`config.mk`:
```
export PLATFORM = sky130hd
export DESIGN_NAME = rgb_to_hsv_pixel_top
export DESIGN_NICKNAME = d
export VERILOG_FILES = /design/src/design/rgbhsv_pkg.sv /design/src/design/rgb_to_hsv_pixel_top.sv /design/src/design/rgbhsv_div_pipe.sv
export SDC_FILE = /design/constraint.sdc
export NUM_CORES = 1
export LEC_CHECK = 0
export ABC_AREA = 0
export BUFFER_PORTS_ARGS = -buffer_cell sky130_fd_sc_hd__clkbuf_2
export CAP_MARGIN = 15
export CELL_PAD_IN_SITES_DETAIL_PLACEMENT = 0
export CELL_PAD_IN_SITES_GLOBAL_PLACEMENT = 1
export CORE_ASPECT_RATIO = 0.7
export CORE_MARGIN = 1
export CORE_UTILIZATION = 40
export CTS_CLUSTER_DIAMETER = 120
export DETAILED_ROUTE_END_ITERATION = 7
export GPL_TIMING_DRIVEN = 0
export PLACE_DENSITY_LB_ADDON = 0.1
export SETUP_SLACK_MARGIN = 0.5
export SYNTH_ARGS = -nofsm -noshare
export SYNTH_HDL_FRONTEND = slang
export SYNTH_SLANG_ARGS = --single-unit
```
`constraint.sdc`:
```
create_clock -name clock -period 16.1 [get_ports clock]
set_input_delay 2.415 -clock clock [delete_from_list [all_inputs] [get_ports clock]]
set_output_delay 2.415 -clock clock [all_outputs]
set_load 0.01 [all_outputs]
```
`src/design/rgbhsv_pkg.sv`:
```
// Shared types, constants and the divide step for the RGB to HSV pixel pipeline.
package rgbhsv_pkg;

   localparam int unsigned PIX_W     = 8;   // width of every channel and result field
   localparam int unsigned REM_W     = 16;  // partial remainder width (255 * 255 fits)
   localparam int unsigned QUO_W     = 8;   // quotient bits produced per division
   localparam int unsigned BITS_STG  = 2;   // quotient bits resolved per pipeline stage
   localparam int unsigned DIV_STG   = QUO_W / BITS_STG;
   localparam int unsigned BIT_IDX_W = $clog2(QUO_W);

   // hue bases in two-degree units
   localparam logic [PIX_W-1:0] HUE_BASE_RED      = 8'd0;
   localparam logic [PIX_W-1:0] HUE_BASE_RED_WRAP = 8'd180;
   localparam logic [PIX_W-1:0] HUE_BASE_GREEN    = 8'd60;
   localparam logic [PIX_W-1:0] HUE_BASE_BLUE     = 8'd120;

   // one restoring division in flight
   typedef struct packed {
      logic [REM_W-1:0] rem;
      logic [PIX_W-1:0] divisor;
      logic [QUO_W-1:0] quo;
   } div_lane_type;

   // per-pixel data that rides alongside the divisions
   typedef struct packed {
      logic             gray;      // max equals min: hue and saturation are zero
      logic             neg;       // hue offset is subtracted from the base
      logic [PIX_W-1:0] hue_base;
      logic [PIX_W-1:0] bright;
   } pix_side_type;

   // one quotient bit: subtract divisor << bit_idx when it fits
   function automatic div_lane_type div_bit(div_lane_type x, logic [BIT_IDX_W-1:0] bit_idx);
      logic [REM_W-1:0] shifted;
      div_lane_type     y;
      y       = x;
      shifted = REM_W'(x.divisor) << bit_idx;
      if (x.rem >= shifted) begin
         y.rem          = x.rem - shifted;
         y.quo[bit_idx] = 1'b1;
      end
      return y;
   endfunction

endpackage

```
`src/design/rgb_to_hsv_pixel_top.sv`:
```
// Top level of the 8-bit RGB to HSV pixel converter pipeline.
//
//   channel  direction  handshake            payload
//   req_     in         req_valid/req_stall  req_blue, req_green, req_red (8b each)
//   rsp_     out        rsp_valid/rsp_stall  rsp_hue, rsp_saturation, rsp_brightness
//
// One pixel per clock is accepted unless rsp_stall holds the pipeline. The two 8-bit
// quotients (saturation, hue offset) are resolved by a restoring divider at two bits
// per stage over four stages, between the stage 2 and output registers.
// Synchronous active-high reset clears only the stage valid bits.
// The whole pipeline holds while a result sits in the output register under rsp_stall;
// otherwise every stage advances each cycle, so nothing is lost or repeated.
module rgb_to_hsv_pixel_top (
   input  logic       clock,
   input  logic       reset,
   input  logic       req_valid,
   output logic       req_stall,
   input  logic [7:0] req_blue,
   input  logic [7:0] req_green,
   input  logic [7:0] req_red,
   output logic       rsp_valid,
   input  logic       rsp_stall,
   output logic [7:0] rsp_hue,
   output logic [7:0] rsp_saturation,
   output logic [7:0] rsp_brightness
);

   localparam int unsigned W = rgbhsv_pkg::PIX_W;

   logic advance;
   logic rsp_valid_ff;

   // output register is free, or being drained this cycle
   assign advance   = !rsp_valid_ff || !rsp_stall;
   assign req_stall = !advance;

   // ---------------- stage 1: max, min, branch pick ----------------
   logic         s1_valid_ff;
   rgbhsv_pkg::pix_side_type s1_side_ff, s1_side_in;
   logic [W-1:0] s1_chroma_ff, s1_chroma_in;  // max - min
   logic [W-1:0] s1_k_ff, s1_k_in;            // |p - q| of the hue branch

   logic [W-1:0] mx, mn, p, q;
   logic [W-1:0] base;
   logic         red_branch;

   always_comb begin
      mx = (req_blue > req_green) ? req_blue : req_green;
      mx = (mx > req_red) ? mx : req_red;
      mn = (req_blue < req_green) ? req_blue : req_green;
      mn = (mn < req_red) ? mn : req_red;

      // ties: red first, then green, then blue
      red_branch = 1'b0;
      priority if (mx == req_red) begin
         red_branch = 1'b1;
         p    = req_green;
         q    = req_blue;
         base = rgbhsv_pkg::HUE_BASE_RED;
      end else if (mx == req_green) begin
         p    = req_blue;
         q    = req_red;
         base = rgbhsv_pkg::HUE_BASE_GREEN;
      end else begin
         p    = req_red;
         q    = req_green;
         base = rgbhsv_pkg::HUE_BASE_BLUE;
      end

      s1_chroma_in        = mx - mn;
      s1_side_in.gray     = (mx == mn);
      s1_side_in.neg      = (p < q);
      s1_side_in.bright   = mx;
      s1_k_in             = s1_side_in.neg ? (q - p) : (p - q);
      // negative red hue wraps by 360 degrees
      s1_side_in.hue_base = (red_branch && s1_side_in.neg) ?
                            rgbhsv_pkg::HUE_BASE_RED_WRAP : base;
   end

   // ---------------- stage 2: numerators ----------------
   // saturation = floor(255*chroma / max); hue offset = 30*k / chroma
   logic         s2_valid_ff;
   rgbhsv_pkg::pix_side_type s2_side_ff;
   rgbhsv_pkg::div_lane_type s2_sat_ff, s2_sat_in;
   rgbhsv_pkg::div_lane_type s2_hue_ff, s2_hue_in;

   always_comb begin
      s2_sat_in.rem     = (rgbhsv_pkg::REM_W'(s1_chroma_ff) << W)
                          - rgbhsv_pkg::REM_W'(s1_chroma_ff);
      s2_sat_in.divisor = s1_side_ff.bright;
      s2_sat_in.quo     = '0;
      s2_hue_in.rem     = (rgbhsv_pkg::REM_W'(s1_k_ff) << 5)
                          - (rgbhsv_pkg::REM_W'(s1_k_ff) << 1);
      s2_hue_in.divisor = s1_chroma_ff;
      s2_hue_in.quo     = '0;
   end

   always_ff @(posedge clock) begin
      if (reset) begin
         s1_valid_ff <= 1'b0;
         s2_valid_ff <= 1'b0;
      end else if (advance) begin
         s1_valid_ff <= req_valid;
         s2_valid_ff <= s1_valid_ff;
      end
   end

   always_ff @(posedge clock) begin
      if (advance) begin
         s1_side_ff   <= s1_side_in;
         s1_chroma_ff <= s1_chroma_in;
         s1_k_ff      <= s1_k_in;
         s2_side_ff   <= s1_side_ff;
         s2_sat_ff    <= s2_sat_in;
         s2_hue_ff    <= s2_hue_in;
      end
   end

   // ---------------- stages 3..6: division ----------------
   logic                     dv_valid;
   rgbhsv_pkg::pix_side_type dv_side;
   rgbhsv_pkg::div_lane_type dv_sat;
   rgbhsv_pkg::div_lane_type dv_hue;

   rgbhsv_div_pipe u_div (
      .clock     (clock),
      .reset     (reset),
      .advance   (advance),
      .in_valid  (s2_valid_ff),
      .in_side   (s2_side_ff),
      .in_sat    (s2_sat_ff),
      .in_hue    (s2_hue_ff),
      .out_valid (dv_valid),
      .out_side  (dv_side),
      .out_sat   (dv_sat),
      .out_hue   (dv_hue)
   );

   // ---------------- stage 7: hue assembly, output register ----------------
   logic [W-1:0] hue_ff, hue_in;
   logic [W-1:0] sat_ff, sat_in;
   logic [W-1:0] bright_ff;
   logic [W-1:0] round_up;

   always_comb begin
      // subtracting a ceiling: one more when the division left a remainder
      round_up = W'(dv_hue.rem != '0);
      if (dv_side.gray) begin
         hue_in = '0;
         sat_in = '0;
      end else begin
         hue_in = dv_side.neg ? (dv_side.hue_base - dv_hue.quo - round_up)
                              : (dv_side.hue_base + dv_hue.quo);
         sat_in = dv_sat.quo;
      end
   end

   always_ff @(posedge clock) begin
      if (reset) begin
         rsp_valid_ff <= 1'b0;
      end else if (advance) begin
         rsp_valid_ff <= dv_valid;
      end
   end

   always_ff @(posedge clock) begin
      if (advance) begin
         hue_ff    <= hue_in;
         sat_ff    <= sat_in;
         bright_ff <= dv_side.bright;
      end
   end

   assign rsp_valid      = rsp_valid_ff;
   assign rsp_hue        = hue_ff;
   assign rsp_saturation = sat_ff;
   assign rsp_brightness = bright_ff;

endmodule

```
`src/design/rgbhsv_div_pipe.sv`:
```
// Pipelined restoring divider: saturation and hue quotients, two bits per stage.
module rgbhsv_div_pipe (
   input  logic                       clock,
   input  logic                       reset,
   input  logic                       advance,
   input  logic                       in_valid,
   input  rgbhsv_pkg::pix_side_type   in_side,
   input  rgbhsv_pkg::div_lane_type   in_sat,
   input  rgbhsv_pkg::div_lane_type   in_hue,
   output logic                       out_valid,
   output rgbhsv_pkg::pix_side_type   out_side,
   output rgbhsv_pkg::div_lane_type   out_sat,
   output rgbhsv_pkg::div_lane_type   out_hue
);

   logic                     valid_ff [rgbhsv_pkg::DIV_STG];
   rgbhsv_pkg::pix_side_type side_ff  [rgbhsv_pkg::DIV_STG];
   rgbhsv_pkg::div_lane_type sat_ff   [rgbhsv_pkg::DIV_STG];
   rgbhsv_pkg::div_lane_type hue_ff   [rgbhsv_pkg::DIV_STG];

   for (genvar s = 0; s < rgbhsv_pkg::DIV_STG; s++) begin : g_stage
      logic                     valid_in;
      rgbhsv_pkg::pix_side_type side_in;
      rgbhsv_pkg::div_lane_type sat_src;
      rgbhsv_pkg::div_lane_type hue_src;
      rgbhsv_pkg::div_lane_type sat_in;
      rgbhsv_pkg::div_lane_type hue_in;

      if (s == 0) begin : g_first
         assign valid_in = in_valid;
         assign side_in  = in_side;
         assign sat_src  = in_sat;
         assign hue_src  = in_hue;
      end else begin : g_next
         assign valid_in = valid_ff[s-1];
         assign side_in  = side_ff[s-1];
         assign sat_src  = sat_ff[s-1];
         assign hue_src  = hue_ff[s-1];
      end

      // high quotient bits first
      always_comb begin
         sat_in = sat_src;
         hue_in = hue_src;
         for (int j = 0; j < rgbhsv_pkg::BITS_STG; j++) begin
            sat_in = rgbhsv_pkg::div_bit(sat_in, rgbhsv_pkg::BIT_IDX_W'(
               rgbhsv_pkg::QUO_W - 1 - rgbhsv_pkg::BITS_STG * s - j));
            hue_in = rgbhsv_pkg::div_bit(hue_in, rgbhsv_pkg::BIT_IDX_W'(
               rgbhsv_pkg::QUO_W - 1 - rgbhsv_pkg::BITS_STG * s - j));
         end
      end

      always_ff @(posedge clock) begin
         if (reset) begin
            valid_ff[s] <= 1'b0;
         end else if (advance) begin
            valid_ff[s] <= valid_in;
         end
      end

      always_ff @(posedge clock) begin
         if (advance) begin
            side_ff[s] <= side_in;
            sat_ff[s]  <= sat_in;
            hue_ff[s]  <= hue_in;
         end
      end
   end

   assign out_valid = valid_ff[rgbhsv_pkg::DIV_STG-1];
   assign out_side  = side_ff[rgbhsv_pkg::DIV_STG-1];
   assign out_sat   = sat_ff[rgbhsv_pkg::DIV_STG-1];
   assign out_hue   = hue_ff[rgbhsv_pkg::DIV_STG-1];

endmodule
```
=== Word-level counts from Yosys, hierarchy flattened ===
Memories as Yosys holds them, arrays and structs flattened. A register that Yosys moved wholly into a read port is not among the register bits.
Cells that the tools add are included.
W data, S select, Z words.

* $add $sub $neg: 24
* Magnitude comparators: 21
* Equality and inequality tests: 3
* Mux-type cells: 55
* Bitwise operators: 4
* Reductions and logical operators: 7

{| class="wikitable"
|+ Operators with widths
! kind !! count
|-
| $mux W16 || 16
|-
| $mux W8 || 10
|-
| $sub A16 B8 Y16 || 3
|-
| $ge A16 B10 Y1 || 2
|-
| $ge A16 B11 Y1 || 2
|-
| $ge A16 B12 Y1 || 2
|-
| $ge A16 B13 Y1 || 2
|-
| $ge A16 B14 Y1 || 2
|-
| $ge A16 B15 Y1 || 2
|-
| $ge A16 B8 Y1 || 2
|-
| $ge A16 B9 Y1 || 2
|-
| $sub A16 B10 Y16 || 2
|-
| $sub A16 B11 Y16 || 2
|-
| $sub A16 B12 Y16 || 2
|-
| $sub A16 B13 Y16 || 2
|-
| $sub A16 B14 Y16 || 2
|-
| $sub A16 B15 Y16 || 2
|-
| $sub A16 B9 Y16 || 2
|-
| $sub A8 B8 Y8 || 4
|-
| $mux W1 || 27
|-
| $eq A8 B8 Y1 || 3
|-
| $lt A8 B8 Y1 || 3
|-
| $gt A8 B8 Y1 || 2
|-
| $reduce_bool A16 Y1 || 1
|-
| other kinds (10) || 15
|}

* Register bits: 110
* Memory bits (writable): 332
* Output and inout bits: 26
* Logic and storage cells: 136
* Memories: 4

{| class="wikitable"
|+ Memory list
! name !! words !! width !! read ports !! clocked after memory_dff !! wr ports !! line !! source
|-
| u_div.hue_ff || 4 || 32 || 4 || 0 || 4 || rgbhsv_div_pipe.sv:19 || <nowiki>rgbhsv_pkg::div_lane_type hue_ff [rgbhsv_pkg::DIV_STG];</nowiki>
|-
| u_div.sat_ff || 4 || 32 || 4 || 1 || 4 || rgbhsv_div_pipe.sv:18 || <nowiki>rgbhsv_pkg::div_lane_type sat_ff [rgbhsv_pkg::DIV_STG];</nowiki>
|-
| u_div.side_ff || 4 || 18 || 4 || 0 || 4 || rgbhsv_div_pipe.sv:17 || <nowiki>rgbhsv_pkg::pix_side_type side_ff [rgbhsv_pkg::DIV_STG];</nowiki>
|-
| u_div.valid_ff || 4 || 1 || 4 || 1 || 4 || rgbhsv_div_pipe.sv:16 || <nowiki>logic valid_ff [rgbhsv_pkg::DIV_STG];</nowiki>
|}

=== Depth between registers and ports, before layout ===
Gate-level depths: netlist of run 1.

* Word-level depth: 10
* Depth in mapped cells: 36

=== Cells and area by module ===
Synthesis of run 1 repeated with hierarchy kept, for this count alone.

* Cell total of the unflattened synthesis: 2406
* Area, all modules: 26928.3 um^2

{| class="wikitable"
|+ By module, submodules not included
! module !! times used !! cells an instance !! area each (um^2)
|-
| rgbhsv_div_pipe || 1 || 1676 || 19234.7
|-
| rgb_to_hsv_pixel_top || 1 || 730 || 7693.6
|}

=== Least setup slack after synthesis of run 1 ===
OpenSTA, ideal clock, no wires.

* Path kind: input -> output
* Start point: in rsp_stall
* End point: out req_stall
* Data arrival time: 10.758 ns
* Slack: 2.927 ns
* Cell stages on the path: 2
* Cells stage by stage: nand2_1 inv_1

* Word-level cells in the longest chain between the ends: 3

{| class="wikitable"
|+ RTL lines
! what !! line !! source
|-
| start: declaration || rgb_to_hsv_pixel_top.sv:22 || <nowiki>input logic rsp_stall,</nowiki>
|-
| $logic_not A1 Y1 || rgb_to_hsv_pixel_top.sv:34 || <nowiki>assign advance = !rsp_valid_ff || !rsp_stall;</nowiki>
|-
| $logic_or A1 B1 Y1 || rgb_to_hsv_pixel_top.sv:34 ||
|-
| $logic_not A1 Y1 || rgb_to_hsv_pixel_top.sv:35 || <nowiki>assign req_stall = !advance;</nowiki>
|-
| end: declaration || rgb_to_hsv_pixel_top.sv:17 || <nowiki>output logic req_stall,</nowiki>
|}

Every way passes these cells.

==> qor.csv, run 1 <==
stage;metric;value;unit
status;outcome;finished clean;
worst_setup_path;crit_start;req_green[5];
timing;worstMarginPinSlew;865.4;ps
floorplan;die_height;198.9;um
worst_setup_path;r2r_slack;10070;ps
cells_and_area;syn_to_final_growth;11.79;%
worst_hold_path;hold_class;reg2reg;
place;portBuffers;53;
synth;syn_inst;2036;
synth;synth_area_leaders;edfxtp_1, ha_1, xnor2_1;
worst_hold_path;worstHoldStart;u_div.side_ff[0][14]$_DFFE_PN_;
cts;hold_buffers;0;
detailed_routing;vias;14740;
synth;synth_fa_ha_area_frac;0.1296;
timing;setup-violations-final;0;
cts;h-tree-depth;2;
global_routing;antenna_found_initial;1;
timing;finalCriticalPeriod;10290;ps
cells_and_area;layout_commonest_cell;edfxtp_1;
worst_setup_path;slowest_delay;610;ps
worst_setup_path;cp_max_fo;10;
synth;synth_ff_type;edfxtp_1;
synth;synth_nets;2282;
timing;fmax;0.09722;GHz
detailed_routing;initialDrtViolationCount;751;
timing;rsz0062_at_grt;no;
synth;async_flop_share;0;
worst_setup_path;ff2ff_path_depth;21;
cells_and_area;fill_cells;5032;
cells_and_area;multiInputGateArea;11020;um2
synth;ys_seq_area_frac;0.4637;
cells_and_area;drive_gt1_frac;0.1078;
global_routing;grt_pass1_wl;77440;um
synth;netlist-cell-type-count;83;
timing;setup_ws;5814;ps
detailed_routing;dr.pass1.iters;5;
synth;syn_avg_cell_area;10.88;um2
global_routing;grt_pass1_vias;14630;
timing;min_period_over_period;0.6389;
detailed_routing;wl_per_cell;16.47;um
floorplan;start_util;0.4087;
cts;cts_buffers;37;
worst_setup_path;worstSetupPathType;in2reg;
global_routing;track_usage;0.1722;
synth;ys_ff_latch;343;
global_routing;grt_start_max_net_pins;76;
synth;yosysTopAreaCell;edfxtp_1;
run;maxCapViolCount;0;
worst_setup_path;critical_path_arrival;10560;ps
synth;synth_top_family_by_area;adder cells;
cells_and_area;final_cell_area;24760;um2
detailed_routing;vias_per_cell;5.097;
cells_and_area;n_antenna_cell;0;
cells_and_area;final_cell_mix;edfxtp_1, ha_1, inv_1;
cells_and_area;final_nets;2380;
cts;cts_root_buffer;clkbuf_16;
cts;cts.sinks;343;
place;dp_slack;5156;ps
cts;cts.clk_slew.worst_paths;60;ps
detailed_routing;wl;47610;um
cts;worstSkewPairLatency;550;ps
timing;slew_headroom;0.4081;
floorplan;io_pins;54;
place;dpl-instance-area;23470;um2
cells_and_area;instances_no_fill;2891;
synth;synth_mux_area_frac;0.06260;
cts;post-cts-setup-buffer-count;0;
cts;cts_resized;0;
synth;yosysTopAreaCellShare;0.4610;
worst_setup_path;worstPathRequired;16380;ps
cts;cts_tree;done;
detailed_routing;ant_nets;0;
floorplan;core_area;54190;um2
synth;yosys.area_share.simple;0.1262;
floorplan;rows;71;
synth;synth_compound_area_frac;0.1206;
worst_hold_path;worst_hold_path.endpoint;u_div.side_ff[1][14]$_DFFE_PN_;
floorplan;die_area;56330;um2
worst_hold_path;hold_depth;0;
cells_and_area;regArea;10270;um2
synth;ys.warnings.count;0;
synth;synth_xor_area_frac;0.05808;
timing;fin_skew;17.10;ps
timing;hold_violations;0;
timing;report.final.slew_viol_count;0;
worst_setup_path;worst_setup_path_end_kind;flip-flop;
place;gp_congestion;0.8423;
worst_setup_path;reg2reg_from;u_div.hue_ff[0][9]$_DFFE_PN_;
synth;synth-edff-count;340;
place;dpl.hpwl;37540;um
worst_setup_path;r2r_end;u_div.hue_ff[1][20]$_DFFE_PN_;
cts;clockBufferDepth;3;
worst_setup_path;startpoint_type;primary input;
floorplan;die_x;283.2;um
timing;final.setup.tns;0;ps
global_routing;overflow;0;
place;place_inst;2824;
synth;syn_area;22150;um2
detailed_routing;drc;0;
worst_setup_path;cp_slowest_cell;a21boi_1;
[synthesized netlist by cell type (8+ instances only)]
cell type / n
a211oi_1: 16
a21boi_0: 17
a21o_1: 43
a21oi_1: 118
a221oi_1: 9
and2_1: 18
buf_2: 12
clkbuf_1: 21
edfxtp_1: 340
fa_1: 19
ha_1: 199
inv_1: 182
mux2_2: 67
mux2i_1: 53
nand2_1: 126
nand2b_1: 25
nand3_1: 21
nand4_1: 25
nor2_1: 145
nor2b_1: 56
nor3_1: 48
nor4_1: 17
o211ai_1: 8
o21a_1: 28
o21ai_0: 115
o21bai_1: 12
o31ai_1: 14
or2_2: 8
or3_1: 13
or4_1: 8
xnor2_1: 92
xor2_1: 53
[final cells by class]
type / count / share of cell area
multi-input cells: 1469 / 0.4449
flip-flops and latches: 343 / 0.4148
clock buffers: 43 / 0.04003
well taps: 730 / 0.03689
inverters: 186 / 0.02820
repair buffers: 59 / 0.01648
clock inverters: 23 / 0.01178
plain buffers: 38 / 0.006873
[critical path, delay by kind of cell]
family                   cells  cell delay, ps
multiplexers                 4            1060
AND/OR/NAND/NOR              7             710
XOR/XNOR                     1             110
buffers and inverters        9            2360
AO/OA/AOI/OAI               12            2770
adder cells (fa/ha/maj)      3            1080
[flip-flops by register name, indices dropped and copies added (netlist names), 15 cells and up]
name           count
s1_side_ff        15
s2_hue_ff         20
s2_sat_ff         24
u_div.hue_ff     104
u_div.sat_ff      98
u_div.side_ff     28
[stage by stage]
stage               utilization  hold slack, ps
global placement         0.4304           402.3
detailed placement       0.4331           404.5
CTS                      0.4568           403.0
finish                   0.4569           405.5
global route             0.4569           412.9
floorplan                     -           400.3
[metal layers]
layer	wire, um	track usage	part of all wire	vias to the layer above
li1	-	-	-	7628
met1	25740	0.2561	0.54	6819
met2	19310	0.2589	0.41	223
met3	1569	0.02580	0.033	65
met4	985	0.04725	0.021	0
met5	0	0	0	-
[cell families after synthesis]
family	count (synthesis)
flops	343
xor+xnor	146
buf+inv	224
mux	127
compound gates	428
fa+ha+maj	218
simple gates	550
[worst max-delay path by stage]
stage	to	slack, ps
final	s1_k_ff[6]$_DFFE_PN_	5810
after global routing	s1_k_ff[6]$_DFFE_PN_	5160
after CTS	s1_k_ff[5]$_DFFE_PN_	5740
after detailed placement	s1_k_ff[5]$_DFFE_PN_	5160
after global placement	req_stall	-250
after floorplan	req_stall	2930
Power of run 1 is not shown: default switching activity piles up to over one toggle a cycle in this logic, so the estimate is an artifact.
==> run 2: changes to the inputs <==
ABC_AREA = 1   (was 0)
clock period = 10.65 ns   (was 16.1 ns; I/O delays follow)
==> run 2 against run 1 <==
Synthesized area up 5.2%; via count up 20%; final area up 4.5%; sequential share of layout area down 1.8 points; sequential cell count unchanged; register-to-register slack worse by 4300 ps; worst setup slack worse by 2800 ps; non-clock buffer count down 1; critical path type unchanged.
==> qor.csv, run 2 <==
stage;metric;value;unit;change
worst_hold_path;hold_class;reg2reg;;unchanged
global_routing;antenna_found_initial;1;;unchanged
cts;cts.clk_slew.worst_paths;60;ps;about the same
worst_setup_path;slowest_delay;540;ps;was 610 ps
worst_setup_path;crit_start;req_green[2];;was req_green[5]
global_routing;overflow;0;;unchanged
cells_and_area;fill_cells;5524;;was 5032
floorplan;die_area;59220;um2;was 56330 um2
worst_setup_path;r2r_slack;5810;ps;was 10070 ps
worst_setup_path;cp_common_cell;nand2_1;;
cts;h-tree-depth;2;;unchanged
cts;cts_buffers;39;;was 37
cts;cts_root_buffer;clkbuf_16;;unchanged
cts;cts.sinks;343;;unchanged
floorplan;die_height;203.9;um;was 198.9 um
synth;syn_area;23290;um2;was 22150 um2
worst_setup_path;worstPathRequired;10940;ps;was 16380 ps
synth;syn_avg_cell_area;8.878;um2;was 10.88 um2
global_routing;grt_use_met3;0.02838;;was 0.02580
cts;cts_resized;0;;unchanged
synth;ys.warnings.count;0;;unchanged
timing;report.final.slew_viol_count;0;;unchanged
worst_setup_path;worstSetupPathType;in2reg;;unchanged
place;dp_slack;2491;ps;was 5156 ps
detailed_routing;initialDrtViolationCount;894;;was 751
detailed_routing;drc;0;;unchanged
floorplan;start_util;0.4074;;was 0.4087
synth;synth-edff-count;340;;unchanged
cts;worstSkewPairLatency;570;ps;was 550 ps
global_routing;grt_pass1_wl;91960;um;was 77440 um
timing;final.setup.tns;0;ps;unchanged
worst_setup_path;worst-path-buf-inv;10;;was 9
global_routing;global_route.peak_usage_layer;met2;;unchanged
floorplan;die_x;290.4;um;was 283.2 um
cells_and_area;final_nets;2967;;was 2380
cells_and_area;drive_gt1_frac;0.08942;;was 0.1078
detailed_routing;wl_per_cell;16.26;um;was 16.47 um
cells_and_area;final_cell_mix;nand2_1, inv_1, edfxtp_1;;was edfxtp_1, ha_1, inv_1
global_routing;grt_pass1_vias;17240;;was 14630
cells_and_area;largest_register_ff_count;104;;unchanged
detailed_routing;dr.pass1.iters;5;;unchanged
synth;yosysMostFrequentCell;nand2_1;;was edfxtp_1
timing;min_period_over_period;0.7138;;
detailed_routing;vias;17630;;was 14740
place;portBuffers;53;;unchanged
synth;synth_ff_type;edfxtp_1;;unchanged
status;outcome;finished clean;;unchanged
floorplan;rows;73;;was 71
cts;post-cts-setup-buffer-count;0;;unchanged
worst_setup_path;crit_family;simple AND/OR/NAND/NOR gates;;was compound AO/OA/AOI/OAI gates
cells_and_area;syn_to_final_growth;11.07;%;was 11.79%
timing;slew_headroom;0.4305;;was 0.4081
worst_setup_path;r2r_end;u_div.sat_ff[1][31]$_DFFE_PN_;;was u_div.hue_ff[1][20]$_DFFE_PN_
timing;setup-violations-final;0;;unchanged
detailed_routing;vias_per_cell;5.036;;was 5.097
worst_setup_path;startpoint_type;primary input;;unchanged
synth;synth_area_leaders;edfxtp_1, ha_1, nand2_1;;was edfxtp_1, ha_1, xnor2_1
timing;fin_skew;36.88;ps;was 17.10 ps
worst_setup_path;cp_slowest_cell;o21ai_0;;was a21boi_1
cells_and_area;largestRegisters;u_div.hue_ff: 104 flops, u_div.sat_ff: 98 flops, u_div.side_ff: 28 flops;;unchanged
synth;synth_nets;2870;;was 2282
worst_setup_path;critical_path_cell_count;42;;was 36
floorplan;core_area;57180;um2;was 54190 um2
synth;syn_inst;2624;;was 2036
synth;async_flop_share;0;;unchanged
run;maxCapViolCount;0;;unchanged
timing;fmax;0.1315;GHz;
synth;ys_seq_area_frac;0.4409;;was 0.4637
synth;yosysTopAreaCell;edfxtp_1;;unchanged
cells_and_area;n_antenna_cell;0;;unchanged
floorplan;io_pins;54;;unchanged
cts;clockBufferDepth;3;;unchanged
global_routing;track_usage;0.1949;;was 0.1722
detailed_routing;wl;56920;um;was 47610 um
worst_setup_path;reg2reg_from;u_div.sat_ff[0][14]$_DFFE_PN_;;was u_div.hue_ff[0][9]$_DFFE_PN_
timing;hold_violations;0;;unchanged
worst_setup_path;ff2ff_path_depth;22;;was 21
worst_setup_path;critical_path_arrival;7890;ps;was 10560 ps
worst_setup_path;cp_max_fo;10;;unchanged
timing;worstMarginPinSlew;854.3;ps;was 865.4 ps
synth;ys_ff_latch;343;;unchanged
global_routing;use_met1;0.2795;;was 0.2561
timing;finalCriticalPeriod;7602;ps;
global_routing;gr-usage-met2;0.3086;;was 0.2589
global_routing;grt_start_max_net_pins;99;;was 76
synth;yosysTopAreaCellShare;0.4383;;was 0.4610
cells_and_area;layout_commonest_cell;nand2_1;;was edfxtp_1
detailed_routing;ant_nets;0;;unchanged
cts;hold_buffers;0;;unchanged
timing;setup_ws;3048;ps;was 5814 ps
cts;cts_tree;done;;unchanged
timing;rsz0062_at_grt;no;;unchanged
place;dpl.hpwl;45260;um;was 37540 um
cells_and_area;largest-register;u_div.hue_ff;;unchanged
synth;netlist-cell-type-count;71;;was 83
worst_setup_path;worst_setup_path_end_kind;flip-flop;;unchanged
place;gp_congestion;0.8601;;was 0.8423
worst_setup_path;crit_path_end;s1_side_ff[10]$_SDFFCE_PP1N_;;was s1_k_ff[6]$_DFFE_PN_
synth;synth_commonest_cells;nand2_1, inv_1, edfxtp_1;;was edfxtp_1, ha_1, inv_1
## run 2: changes by cell type after synthesis, moves of 38 or more
cell	before	now
nand2_1	126	538
nand3_1	21	185
inv_1	182	342
nor2_1	145	228
mux2_2	67	2
nor2b_1	56	0
mux2i_1	53	1
a21oi_1	118	156
## run 2: metal layers
metal / part of all wire / vias up
li1: - / 9110
met1: 0.52 / 8191
met2: 0.43 / 269
met3: 0.038 / 61
met4: 0.018 / 0
met5: 0 / -
## run 2: cell type report
class | instances | area [um2] | area share
well taps | 750 | 938.4 | 0.03627
inverters | 355 | 1350 | 0.05218
flip-flops and latches | 343 | 10270 | 0.3969
clock buffers | 47 | 1027 | 0.03970
clock inverters | 24 | 249.0 | 0.009623
multi-input cells | 1886 | 11440 | 0.4420
plain buffers | 40 | 254.0 | 0.009817
repair buffers | 56 | 347.8 | 0.01344
## run 2: cell families after synthesis
logic type,synth area share
multiplexers,0.001396
XOR/XNOR,0.05301
AO/OA/AOI/OAI,0.09507
flip-flops,0.4409
adder cells (fa/ha/maj),0.1232
buffers and inverters,0.06886
AND/OR/NAND/NOR,0.2176
## run 2: how the worst min path moves through the flow
stage,startpoint,end,slack [ps],cells after the start
2_1_floorplan,u_div.sat_ff[3][8]$_DFFE_PN_,rsp_brightness[0]$_DFFE_PN_,400,0
3_3_place_gp,u_div.side_ff[2][11]$_DFFE_PN_,u_div.side_ff[3][11]$_DFFE_PN_,400,0
3_5_place_dp,u_div.sat_ff[3][14]$_DFFE_PN_,rsp_brightness[6]$_DFFE_PN_,400,0
4_1_cts,u_div.side_ff[1][13]$_DFFE_PN_,u_div.side_ff[2][13]$_DFFE_PN_,420,0
5_1_grt,u_div.side_ff[1][13]$_DFFE_PN_,u_div.side_ff[2][13]$_DFFE_PN_,420,0
6_report,u_div.side_ff[1][13]$_DFFE_PN_,u_div.side_ff[2][13]$_DFFE_PN_,410,0
## run 2: per-stage QoR
step / utilization / hold slack [ps] / cell area, um2 / std cells
after floorplan: - / 400.3 / 23300 / 2624
after global placement: 0.4285 / 400.2 / 24500 / 3427
after detailed placement: 0.4302 / 404.5 / 24600 / 3430
after CTS: 0.4525 / 416.0 / 25870 / 3501
after global routing: 0.4525 / 421.4 / 25870 / 3501
final: 0.4525 / 410.6 / 25870 / 3501
Power of run 2 is left out for the same reason.
==> run 3: changes to the inputs <==
clock period = 6.15 ns   (was 10.65 ns; I/O delays follow)
==> run 3 against run 2 <==
Non-clock buffer count grew 40; critical path depth grew 2; utilization is 1.8 points higher; global-route usage about the same; clock skew is 5.6 ps lower; count of clock-buffer cells in the layout increased by 1; final area grew 4.0%; sequential cell count unchanged; first-iteration DRC count up 32%; routed wire length rose by 0.30%; via count grew 1.5%; worst setup slack worse by 2600 ps.
==> qor.csv, run 3 (synthesized netlist as in run 2, its figures left out) <==
stage;metric;value;unit;change
status;outcome;finished clean;;unchanged
floorplan;die_x;290.4;um;unchanged
worst_setup_path;slowest_delay;330;ps;was 540 ps
cts;cts.sinks;343;;unchanged
cells_and_area;largest-register;u_div.hue_ff;;unchanged
worst_setup_path;cp_slowest_cell;fa_2;;was o21ai_0
detailed_routing;ant_nets;0;;unchanged
cts;clockBufferDepth;3;;unchanged
floorplan;core_area;57180;um2;unchanged
worst_setup_path;worstPathRequired;6450;ps;was 10940 ps
timing;final.setup.tns;0;ps;unchanged
timing;fmax;0.1764;GHz;
floorplan;rows;73;;unchanged
worst_setup_path;cp_max_fo;6;;was 10
detailed_routing;wl;57090;um;was 56920 um
place;dpl.hpwl;44610;um;was 45260 um
global_routing;grt_pass1_wl;91800;um;was 91960 um
timing;rsz0062_at_grt;yes;;was no
cts;cts_tree;done;;unchanged
worst_hold_path;hold_depth;0;;unchanged
timing;worstMarginPinSlew;735.5;ps;was 854.3 ps
detailed_routing;vias_per_cell;5.057;;was 5.036
timing;fin_skew;31.25;ps;was 36.88 ps
worst_setup_path;worst_setup_path_end_kind;flip-flop;;unchanged
timing;hold_violations;0;;unchanged
worst_setup_path;ff2ff_path_depth;21;;was 22
detailed_routing;wirelength_met1;29770;um;was 29340 um
floorplan;start_util;0.4074;;unchanged
cells_and_area;largest_register_ff_count;104;;unchanged
cells_and_area;final_nets;3007;;was 2967
timing;min_period_over_period;0.9218;;
worst_hold_path;worst_hold_path.endpoint;u_div.side_ff[3][11]$_DFFE_PN_;;was u_div.side_ff[2][13]$_DFFE_PN_
place;dpl-instance-area;24650;um2;was 24600 um2
cts;cts_buffers;38;;was 39
timing;slew_headroom;0.5097;;was 0.4305
worst_hold_path;worstHoldStart;u_div.side_ff[2][11]$_DFFE_PN_;;was u_div.side_ff[1][13]$_DFFE_PN_
cells_and_area;drive_gt1_frac;0.1367;;was 0.08942
worst_setup_path;r2r_slack;1280;ps;was 5810 ps
place;gp_congestion;0.8852;;was 0.8601
worst_setup_path;startpoint_type;primary input;;unchanged
cells_and_area;syn_to_final_growth;15.48;%;was 11.07%
timing;finalCriticalPeriod;5669;ps;
worst_setup_path;worstSetupPathType;in2reg;;unchanged
cts;h-tree-depth;2;;unchanged
floorplan;die_height;203.9;um;unchanged
floorplan;io_pins;54;;unchanged
cts;worstSkewPairLatency;560;ps;was 570 ps
detailed_routing;routed.top_layer;met4;;unchanged
cells_and_area;fin_util;0.4705;;was 0.4525
global_routing;grt_pass1_vias;17380;;was 17240
detailed_routing;vias;17890;;was 17630
cells_and_area;final_cell_area;26900;um2;was 25870 um2
cts;cts.clk_slew.worst_paths;60;ps;about the same
global_routing;track_usage;0.1944;;was 0.1949
cts;hold_buffers;0;;unchanged
worst_setup_path;r2r_end;u_div.sat_ff[1][31]$_DFFE_PN_;;unchanged
detailed_routing;wl_met3;2612;um;was 2153 um
worst_setup_path;worst-path-buf-inv;11;;was 10
worst_hold_path;hold_class;reg2reg;;unchanged
timing;setup-violations-final;0;;unchanged
place;portBuffers;53;;unchanged
global_routing;grt_start_max_net_pins;130;;was 99
floorplan;die_area;59220;um2;unchanged
global_routing;antenna_found_initial;0;;was 1
detailed_routing;initialDrtViolationCount;1184;;was 894
detailed_routing;dr.pass1.iters;5;;unchanged
cells_and_area;fill_cells;5455;;was 5524
worst_setup_path;critical_path_arrival;5970;ps;was 7890 ps
detailed_routing;drc;0;;unchanged
timing;report.final.slew_viol_count;0;;unchanged
cells_and_area;layout_commonest_cell;nand2_1;;unchanged
detailed_routing;wl_per_cell;16.14;um;was 16.26 um
run;maxCapViolCount;0;;unchanged
cts;cts_root_buffer;clkbuf_16;;unchanged
cells_and_area;final_cell_mix;nand2_1, edfxtp_1, inv_1;;was nand2_1, inv_1, edfxtp_1
worst_setup_path;crit_family;simple AND/OR/NAND/NOR gates;;unchanged
detailed_routing;route.met2.wl;23360;um;was 24390 um
cells_and_area;largestRegisters;u_div.hue_ff: 104 flops, u_div.sat_ff: 98 flops, u_div.side_ff: 28 flops;;unchanged
global_routing;overflow;0;;unchanged
worst_setup_path;reg2reg_from;u_div.sat_ff[0][14]$_DFFE_PN_;;unchanged
cells_and_area;n_antenna_cell;0;;unchanged
[run 3: cell types whose count changed in the layout (fill, tap and decap cells not counted), moves of 8 or more]
cell / delta
buf_4: +38
buf_6: +8
clkbuf_2: -8
ha_1: -16
ha_4: +15
inv_1: -17
inv_2: +8
nand2_1: -33
nand2_2: +15
nand2_4: +14
nand3_1: -14
nand3_2: +8
[run 3: how the worst max path moves through the flow]
stage,depth (start not counted),slack (ps),from,endpoint
floorplan,42,500,req_green[2],s1_k_ff[4]$_DFFE_PN_
detailed placement,44,-630,req_green[2],s1_k_ff[4]$_DFFE_PN_
finish,44,480,req_green[2],s1_k_ff[4]$_DFFE_PN_
CTS,43,500,req_green[6],s1_k_ff[4]$_DFFE_PN_
global route,46,210,req_green[2],s1_k_ff[4]$_DFFE_PN_
global placement,44,-690,req_green[2],s1_k_ff[4]$_DFFE_PN_
[run 3: cell type report]
class | count | area, um2 | share of cell area
buffer | 40 | 314.1 | 0.01167
clock buffer | 48 | 1010 | 0.03753
clock inverter | 18 | 175.2 | 0.006512
inverter | 355 | 1388 | 0.05158
multi-input combinational | 1887 | 12060 | 0.4484
sequential | 343 | 10270 | 0.3818
tap | 750 | 938.4 | 0.03488
timing repair buffer | 96 | 744.5 | 0.02767
[run 3: through the flow]
step / hold slack, ps / cells / worst slack, ps
finish: 404.9 / 3537 / 481.1
global route: 416.3 / 3537 / 214.6
CTS: 399.5 / 3528 / 505.0
detailed placement: 404.5 / 3429 / -627.7
global placement: 400.9 / 3427 / -691.7
floorplan: 400.3 / 2624 / 503.2
[run 3: metal layers]
layer | vias up | GRT usage
met5 | - | 0
met4 | 0 | 0.05952
met3 | 90 | 0.02740
met2 | 342 | 0.2933
met1 | 8253 | 0.2874
li1 | 9203 | -
[run 3: timing repair]
item	4_1_cts	5_1_grt
buffers inserted	28	9
pin swaps	35	46
resized for setup	81	98
endpoints found under the setup margin	12	13
cloned	5	0
Power of run 3 is left out for the same reason.
